==> config.mk <==
export PLATFORM = sky130hd
export DESIGN_NAME = ordered_array_list_engine
export DESIGN_NICKNAME = d
export VERILOG_FILES = /design/src/rtl/core/oale_pkg.sv /design/src/rtl/core/oale_ctrl.sv /design/src/rtl/core/oale_dp.sv /design/src/rtl/core/ordered_array_list_engine.sv
export SDC_FILE = /design/constraint.sdc
export NUM_CORES = 1
export LEC_CHECK = 0
export ABC_CLOCK_PERIOD_IN_PS = 8200
export BUFFER_PORTS_ARGS = -buffer_cell sky130_fd_sc_hd__buf_2
export CAP_MARGIN = 5
export CORE_ASPECT_RATIO = 1.2
export CORE_UTILIZATION = 47
export CTS_BUF_LIST = sky130_fd_sc_hd__clkbuf_8
export DETAILED_ROUTE_END_ITERATION = 6
export GPL_TIMING_DRIVEN = 1
export SLEW_MARGIN = 20
export SYNTH_ARGS = -nofsm -noshare
export SYNTH_HDL_FRONTEND = slang
export SYNTH_SLANG_ARGS = --single-unit
==> constraint.sdc <==
create_clock -name clk -period 8.2 [get_ports clk]
set_clock_uncertainty 0.15 [all_clocks]
set_input_delay 0 -clock clk [delete_from_list [all_inputs] [get_ports clk]]
set_output_delay 0 -clock clk [all_outputs]
set_load 0.02 [all_outputs]
==> src/rtl/core/oale_pkg.sv <==
package oale_pkg;

  // Field widths fixed by the request and result formats
  localparam int TYPE_W = 2;
  localparam int POS_W  = 5;
  localparam int DATA_W = 32;
  localparam int CNT_W  = 5;

  // Request codes
  localparam logic [TYPE_W-1:0] REQ_FIND   = 2'd0;
  localparam logic [TYPE_W-1:0] REQ_INSERT = 2'd1;
  localparam logic [TYPE_W-1:0] REQ_DELETE = 2'd2;

  // Result status codes
  localparam logic STATUS_OK  = 1'b0;
  localparam logic STATUS_ERR = 1'b1;

  // Commands from the controller to the datapath
  typedef struct packed {
    logic load_req;  // capture the accepted request
    logic rd_pos;    // read the entry at the request position
    logic start;     // set up the shift pointers
    logic step;      // move one entry: read at the pointer, write the pending word
    logic drain;     // write the last pending word
    logic finish;    // apply the request and load the result register
  } oale_cmd_t;

  // Status from the datapath to the controller
  typedef struct packed {
    logic ok;          // request passes its checks
    logic is_find;     // request is a find
    logic needs_shift; // later entries have to move
    logic last;        // pointer sits on the last entry to move
    logic out_free;    // result register can take a new result
  } oale_stat_t;

endpackage

==> src/rtl/core/oale_ctrl.sv <==
module oale_ctrl (
  input  logic                  clk,
  input  logic                  rst_n,
  input  logic                  in_valid,
  output logic                  in_stall,
  input  oale_pkg::oale_stat_t  stat,
  output oale_pkg::oale_cmd_t   cmd
);
  import oale_pkg::*;

  localparam logic [2:0] ST_IDLE  = 3'd0;
  localparam logic [2:0] ST_EVAL  = 3'd1;
  localparam logic [2:0] ST_SHIFT = 3'd2;
  localparam logic [2:0] ST_DRAIN = 3'd3;
  localparam logic [2:0] ST_FINAL = 3'd4;

  logic [2:0] state_r;
  logic [2:0] state_nxt;

  // Take a request only while no other one is in flight
  assign in_stall = (state_r != ST_IDLE);

  // Sequence one request
  always_comb begin
    state_nxt = state_r;
    cmd       = '0;
    case (state_r)
      ST_IDLE: begin
        if (in_valid) begin
          cmd.load_req = 1'b1;
          state_nxt    = ST_EVAL;
        end
      end
      ST_EVAL: begin
        if (!stat.ok) begin
          state_nxt = ST_FINAL;
        end else if (stat.is_find) begin
          cmd.rd_pos = 1'b1;
          state_nxt  = ST_FINAL;
        end else if (stat.needs_shift) begin
          cmd.start = 1'b1;
          state_nxt = ST_SHIFT;
        end else begin
          state_nxt = ST_FINAL;
        end
      end
      ST_SHIFT: begin
        cmd.step = 1'b1;
        if (stat.last) begin
          state_nxt = ST_DRAIN;
        end
      end
      ST_DRAIN: begin
        cmd.drain = 1'b1;
        state_nxt = ST_FINAL;
      end
      ST_FINAL: begin
        if (stat.out_free) begin
          cmd.finish = 1'b1;
          state_nxt  = ST_IDLE;
        end
      end
      default: begin
        state_nxt = ST_IDLE;
      end
    endcase
  end

  always_ff @(posedge clk) begin
    if (!rst_n) begin
      state_r <= ST_IDLE;
    end else begin
      state_r <= state_nxt;
    end
  end

endmodule

==> src/rtl/core/oale_dp.sv <==
module oale_dp #(
  parameter int MAX_ENTRIES = 16
) (
  input  logic                          clk,
  input  logic                          rst_n,
  input  logic [oale_pkg::TYPE_W-1:0]   in_req_type,
  input  logic [oale_pkg::POS_W-1:0]    in_position,
  input  logic [oale_pkg::DATA_W-1:0]   in_value,
  input  logic                          cfg_valid,
  input  logic [oale_pkg::CNT_W-1:0]    cfg_data,
  input  logic                          out_stall,
  output logic                          out_valid,
  output logic                          out_status,
  output logic [oale_pkg::DATA_W-1:0]   out_read_value,
  output logic [oale_pkg::CNT_W-1:0]    out_length,
  input  oale_pkg::oale_cmd_t           cmd,
  output oale_pkg::oale_stat_t          stat
);
  import oale_pkg::*;

  localparam int          IDX_W   = (MAX_ENTRIES > 1) ? $clog2(MAX_ENTRIES) : 1;
  localparam int          LIM_W   = 9;
  localparam logic [LIM_W-1:0] MAX_LIM = LIM_W'(MAX_ENTRIES);
  localparam logic [CNT_W-1:0] CAP_RESET = 5'd16;
  localparam logic [POS_W-1:0] POS_FRONT = '1;

  // Entry store
  logic [DATA_W-1:0] mem [MAX_ENTRIES];
  logic [DATA_W-1:0] rd_data_r;

  // Request and list state
  logic [TYPE_W-1:0] req_type_r;
  logic [POS_W-1:0]  pos_r;
  logic [DATA_W-1:0] value_r;
  logic [CNT_W-1:0]  count_r;
  logic [CNT_W-1:0]  count_nxt;
  logic [CNT_W-1:0]  cap_r;
  logic [CNT_W-1:0]  ptr_r;
  logic [CNT_W-1:0]  wr_addr_r;
  logic              wr_pend_r;

  // Result register
  logic              out_valid_r;
  logic              out_status_r;
  logic [DATA_W-1:0] out_read_value_r;
  logic [CNT_W-1:0]  out_length_r;

  logic              is_insert;
  logic              is_delete;
  logic              pos_in_rng;
  logic              pos_front;
  logic              room;
  logic              req_ok;
  logic [CNT_W-1:0]  slot;
  logic [CNT_W-1:0]  count_m1;
  logic [LIM_W-1:0]  cap_ext;
  logic [LIM_W-1:0]  limit;

  logic              mem_re;
  logic [IDX_W-1:0]  mem_raddr;
  logic              mem_we;
  logic [IDX_W-1:0]  mem_waddr;
  logic [DATA_W-1:0] mem_wdata;

  // Check the request against the list
  always_comb begin
    is_insert  = (req_type_r == REQ_INSERT);
    is_delete  = (req_type_r == REQ_DELETE);
    pos_in_rng = !pos_r[POS_W-1] && (pos_r < count_r);
    pos_front  = (pos_r == POS_FRONT);
    slot       = pos_r + 5'd1;
    count_m1   = count_r - 5'd1;
    cap_ext    = LIM_W'(cap_r);
    limit      = (cap_ext < MAX_LIM) ? cap_ext : MAX_LIM;
    room       = (LIM_W'(count_r) < limit);
    case (req_type_r)
      REQ_FIND:   req_ok = pos_in_rng;
      REQ_INSERT: req_ok = (pos_in_rng || pos_front) && room;
      REQ_DELETE: req_ok = pos_in_rng;
      default:    req_ok = 1'b0;
    endcase
  end

  always_comb begin
    stat.ok          = req_ok;
    stat.is_find     = (req_type_r == REQ_FIND);
    stat.needs_shift = (slot < count_r);
    stat.last        = is_insert ? (ptr_r == slot) : (ptr_r == count_m1);
    stat.out_free    = !out_valid_r || !out_stall;
  end

  // Select memory read and write
  always_comb begin
    mem_re    = cmd.rd_pos || cmd.step;
    mem_raddr = cmd.step ? IDX_W'(ptr_r) : IDX_W'(pos_r);
    mem_we    = ((cmd.step || cmd.drain) && wr_pend_r) ||
                (cmd.finish && req_ok && is_insert);
    mem_waddr = cmd.finish ? IDX_W'(slot) : IDX_W'(wr_addr_r);
    mem_wdata = cmd.finish ? value_r : rd_data_r;
  end

  always_ff @(posedge clk) begin
    if (mem_we) begin
      mem[mem_waddr] <= mem_wdata;
    end
    if (mem_re) begin
      rd_data_r <= mem[mem_raddr];
    end
  end

  // Capture the request
  always_ff @(posedge clk) begin
    if (cmd.load_req) begin
      req_type_r <= in_req_type;
      pos_r      <= in_position;
      value_r    <= in_value;
    end
  end

  // Advance the shift pointers
  always_ff @(posedge clk) begin
    if (cmd.start) begin
      ptr_r <= is_insert ? count_m1 : slot;
    end else if (cmd.step) begin
      ptr_r     <= is_insert ? (ptr_r - 5'd1) : (ptr_r + 5'd1);
      wr_addr_r <= is_insert ? (ptr_r + 5'd1) : (ptr_r - 5'd1);
    end
  end

  always_ff @(posedge clk) begin
    if (!rst_n) begin
      wr_pend_r <= 1'b0;
    end else if (cmd.start || cmd.drain) begin
      wr_pend_r <= 1'b0;
    end else if (cmd.step) begin
      wr_pend_r <= 1'b1;
    end
  end

  // Update the length and the capacity
  always_comb begin
    count_nxt = count_r;
    if (req_ok && is_insert) begin
      count_nxt = count_r + 5'd1;
    end else if (req_ok && is_delete) begin
      count_nxt = count_m1;
    end
  end

  always_ff @(posedge clk) begin
    if (!rst_n) begin
      count_r <= '0;
      cap_r   <= CAP_RESET;
    end else begin
      if (cmd.finish) begin
        count_r <= count_nxt;
      end
      if (cfg_valid) begin
        cap_r <= cfg_data;
      end
    end
  end

  // Load and hold the result
  always_ff @(posedge clk) begin
    if (!rst_n) begin
      out_valid_r <= 1'b0;
    end else if (cmd.finish) begin
      out_valid_r <= 1'b1;
    end else if (!out_stall) begin
      out_valid_r <= 1'b0;
    end
  end

  always_ff @(posedge clk) begin
    if (cmd.finish) begin
      out_status_r     <= req_ok ? STATUS_OK : STATUS_ERR;
      out_read_value_r <= (req_ok && stat.is_find) ? rd_data_r : '0;
      out_length_r     <= count_nxt;
    end
  end

  assign out_valid      = out_valid_r;
  assign out_status     = out_status_r;
  assign out_read_value = out_read_value_r;
  assign out_length     = out_length_r;

endmodule

==> src/rtl/core/ordered_array_list_engine.sv <==
// Positional list engine: find, insert-after and delete on a list of up to
// MAX_ENTRIES 32-bit words, limited further by the capacity register.
// Input channel (in_valid / in_stall): one request per transfer with
// in_req_type, in_position (signed, -1 = front for insert) and in_value.
// Output channel (out_valid / out_stall): one result per request with
// out_status (0 ok, 1 error), out_read_value and out_length.
// Config channel (cfg_valid / cfg_ready, always ready): writes capacity;
// write only while no request is in flight.
// Timing: one request at a time. A find or any rejected request passes EVAL
// and FINAL; the result register is loaded as FINAL ends. Insert and delete
// pass EVAL, SHIFT, DRAIN and FINAL when entries move, else EVAL and FINAL;
// the entry memory has one read and one write port and moves one entry per
// cycle, so the count of entries to move (at most the length) sets the rate.
// Reset clears the length, sets capacity to 16 and empties the result
// register; entry contents are not cleared. The result register frees the
// engine from the receiver: the next request is taken while a result waits,
// and only the final step of that request waits out a stall on the output.
module ordered_array_list_engine #(
  parameter int MAX_ENTRIES = 16
) (
  input  logic                                clk,
  input  logic                                rst_n,
  input  logic                                in_valid,
  output logic                                in_stall,
  input  logic [oale_pkg::TYPE_W-1:0]         in_req_type,
  input  logic signed [oale_pkg::POS_W-1:0]   in_position,
  input  logic signed [oale_pkg::DATA_W-1:0]  in_value,
  output logic                                out_valid,
  input  logic                                out_stall,
  output logic                                out_status,
  output logic signed [oale_pkg::DATA_W-1:0]  out_read_value,
  output logic [oale_pkg::CNT_W-1:0]          out_length,
  input  logic                                cfg_valid,
  output logic                                cfg_ready,
  input  logic [oale_pkg::CNT_W-1:0]          cfg_data
);
  import oale_pkg::*;

  oale_cmd_t  cmd;
  oale_stat_t stat;

  assign cfg_ready = 1'b1;

  oale_ctrl u_ctrl (
    .clk      (clk),
    .rst_n    (rst_n),
    .in_valid (in_valid),
    .in_stall (in_stall),
    .stat     (stat),
    .cmd      (cmd)
  );

  oale_dp #(
    .MAX_ENTRIES (MAX_ENTRIES)
  ) u_dp (
    .clk            (clk),
    .rst_n          (rst_n),
    .in_req_type    (in_req_type),
    .in_position    (in_position),
    .in_value       (in_value),
    .cfg_valid      (cfg_valid),
    .cfg_data       (cfg_data),
    .out_stall      (out_stall),
    .out_valid      (out_valid),
    .out_status     (out_status),
    .out_read_value (out_read_value),
    .out_length     (out_length),
    .cmd            (cmd),
    .stat           (stat)
  );

endmodule

==> run summary <==
The kind of start point of the critical path was a register. Along the worst hold path, the cell count comes to 4. The static power due to leakage came out at 9.784 nW. The tools report the deepest clock path buffer count as 3.

Dividing the detail-routed via count by the number of cells gives 5.521. CTS placed an instance of clkbuf_8 at the clock tree root. The number of antenna violations at the first check in global routing is 1. The area share of the largest cell type after synthesis was 0.7526. The post-synthesis xor/xnor area fraction is 0.006969.

For the number of nets at the end of the flow, the log shows 1638. Buffers inserted during clock tree synthesis total 99. The weighted congestion reported at the end of routability-driven placement was 0.7730.

By startpoint and endpoint, the worst setup path is classified as register to register. Counting I/O delays and the setup requirement, the final critical path takes 4.417 ns. Largest area contributor in the synthesized netlist: edfxtp_1.

The proportion of register bits with asynchronous set or reset after synthesis was 0. The clock input transition at the sequential cells of the worst setup and hold paths came out at 0.06 ns. In the post-route analysis, the smallest setup slack over all paths is 3.783 ns.

The iteration count of the initial detailed-routing pass is 5, and the number of violations reported at the end of detailed-routing iteration 0 is 955. For the netlist area before placement, the log shows 25140 um^2. The mean cell area of the mapped netlist works out to 19.16 um^2. Simple-gate area share of the yosys netlist: 0.05172. The logs give 3.777 ns for the worst slack at placement and 0.7646 for the part of the Yosys area used for sequential elements. The first global-routing pass estimated 82860 um of wire. The depth of the CTS H-tree was 3; the worst reg2reg path depth was 8. The final layout contains routed wiring with a total length of 55150 um. The number of pins with negative max-slew slack in the final report was 0. The layout has 4176 filler cells.

Relative to the synthesized area, the layout overhead comes to 17.65%. The fraction of synthesized area in multiplexers is 0.1238, and the post-cts repair resize count is 0. The final antenna-violating net count is 0.

The combinational family with the most area after synthesis was multiplexers. The area of the core region came out at 52720 um^2. The count of final hold-check violations is 0. Entering global routing, the biggest net connects 67 pins. The worst min-delay path category was input pin to register. Clock latency on the worst-skew pair, taken at its later pin, is 0.70 ns. The aggregate negative setup slack was 0 ns; the ratio of final minimum period to clock period was 0.5386. Yosys instantiated no cell more often than edfxtp_1. The run finished with clean final reports. The floorplan step set the die width to 213.1 um. The share of the synthesized area in compound gates (AO/OA/AOI/OAI) works out to 0.03021. The endpoint arrival time on the critical path came out at 4.58 ns. TritonCTS built the clock tree. The commonest cells after synthesis are edfxtp_1 (630), mux4_2 (128), nand2_1 (126), o22ai_1 (65), clkbuf_1 (54).

After detailed routing, the number of remaining DRC violations is 0. After routing the design area is 29570 um^2. At the worst endpoint, the required time is 8.37 ns. The largest fanout on the critical path was 51. The post-place instance area is 26640 um^2, and the wire length per cell is 23.42 um. Share of layout cells above drive strength 1: 0.2523.

The routed layout has 13003 vias. The final setup violation count was 0. By area the synthesized netlist is led by edfxtp_1 (75%), mux4_2 (11%), nand2_1 (1.9%), o22ai_1 (1.6%), dfxtp_1 (1.2%). Power spread over the standard cell area amounts to 223.8 nW/um^2. During synthesis, Yosys emitted a total of 0 warnings. In this run the count of I/O pins placed on the die edge is 90. Measured along the y axis, the die boundary spans 255.3 um. The starting density of the core was 0.4768; the timing-limited maximum frequency was 0.2264 GHz. The number of enable-type register cells in the synthesized netlist is 630, and the post-synthesis net count is 1378. The arithmetic-cell share of the synthesized area counting full adders, half adders and majority gates is 0.008462. The synthesized instance count was 1312. The die area is 54410 um^2, and the pin slew with the least headroom to its limit is 1.108 ns.

Summed over all layers, the global routing overflow is 0. The number of I/O port buffers was 88. The worst setup path is captured at a register.

Counting every sink on the clock net gives 645. The tool flagged a number of max-cap violations equal to 0. Row generation in the floorplan step produced 92 rows.

The number of distinct library cell variants in the gate-level netlist after synthesis was 57. Setup repair after global routing left no endpoint under its margin. The most used flip-flop cell after synthesis is edfxtp_1.

The number of global-route vias before repair was 13563. The tightest slew margin relative to the limit is 0.2611, and the maximum resistive drop on vdd is 0.0001051 V. The detailed placer's ending HPWL was 27890 um; the total global-route track usage was 0.2101. The synthesis-stage register bit count is 645.
==> kinds of logic after synthesis <==
group	count (synthesis)
fa+ha+maj	17
simple gates	276
other cells	1
buf+inv	87
flops	645
xor+xnor	20
mux	149
compound gates	117
==> final timing paths <==
path	slack, ns	start	endpoint
worst min register to register	0.39	u_dp.rd_data_r[0]	u_dp.out_read_value[0]
worst max register to register	3.78	u_ctrl.state_r[2]	u_dp.mem[13][0]
worst min-delay path	0.16	rst_n	u_dp.wr_pend_r
worst max-delay path	3.78	u_ctrl.state_r[2]	u_dp.mem[13][0]
==> where the power goes <==
group          switching [mW]  total (mW)  internal, mW
Clock                    1.21        2.55          1.33
Combinational           0.229       0.408         0.179
Sequential             0.0173        3.66          3.65
==> cell usage in the layout (no fill, tap or decap), types with 3 or more instances in the layout <==
cell type and n:
bufinv_16 4, nand2_1 125, nand3b_1 3, nor2_1 48, a31oi_1 5, ha_1 17, mux2i_4 3, nor4_2 16
nor2b_1 7, o211ai_1 3, dfxtp_1 15, o22ai_1 65, inv_1 44, o21ai_0 11, and2_1 33, xnor2_1 14
a21oi_1 8, buf_4 39, dlygate4sd3_1 104, and3_1 3, nor3_1 10, a21boi_0 4, clkinv_1 22, xor2_1 6
mux4_2 128, clkinvlp_4 4, clkbuf_8 108, nand3_1 9, buf_2 88, a211oi_1 3, nand4_1 4, clkinv_2 9
edfxtp_1 630, mux2i_1 15
==> per-stage QoR <==
stage / cells / total power, mW / hold slack [ns] / util
2_1_floorplan: 1312 / 3.990 / -0.05113 / -
3_3_place_gp: 2072 / 4.101 / 0.02638 / 0.5052
3_5_place_dp: 2072 / 4.107 / 0.02812 / 0.5052
4_1_cts: 2354 / 6.695 / 0.08586 / 0.5609
5_1_grt: 2355 / 6.869 / 0.1244 / 0.5609
6_report: 2355 / 6.619 / 0.1596 / 0.5609
==> state kept, by name (all words and copies together) (netlist names) <==
signal / count
u_dp.mem: 512
u_dp.out_read_value: 32
u_dp.rd_data_r: 32
u_dp.value_r: 32
u_dp.cap_r: 5
u_dp.count_r: 5
u_dp.out_length: 5
u_dp.pos_r: 5
u_dp.ptr_r: 5
u_dp.wr_addr_r: 4
u_ctrl.state_r: 3
u_dp.req_type_r: 2
u_dp.out_status: 1
u_dp.out_valid: 1
u_dp.wr_pend_r: 1
==> critical path, cell delays in order (launching register included) <==
cell	delay [ns]
dfxtp_1	0.58
nor3b_1	0.38
nand2_2	0.60
buf_4	0.47
inv_4	0.52
a21boi_0	0.19
buf_4	0.23
nor4_2	0.26
buf_4	0.60
==> what timing repair did <==
action / CTS / global route
hold buffers: 104 / 0
buffers inserted: 0 / 0
endpoints found under the hold margin: 93 / 0
==> per-layer routing <==
| metal | vias up | share of wire | global-route usage |
|---|---|---|---|
| met5 | - | 0 | 0 |
| met4 | 0 | 0.020 | 0.07294 |
| met3 | 73 | 0.045 | 0.03933 |
| met2 | 342 | 0.51 | 0.3467 |
| met1 | 6769 | 0.43 | 0.2790 |
| li1 | 5819 | - | - |
==> layout make-up <==
cell class	instances	area, um^2	share of cell area
sequential	645	19220	0.6499
antenna	1	2.502	0.00008462
clock inverter	70	406.6	0.01375
multi-input combinational	580	5743	0.1942
clock buffer	108	1486	0.05026
tap	705	882.1	0.02983
timing repair buffer	231	1774	0.06000
inverter	15	58.81	0.001989
(Power assumes the default switching activity.)
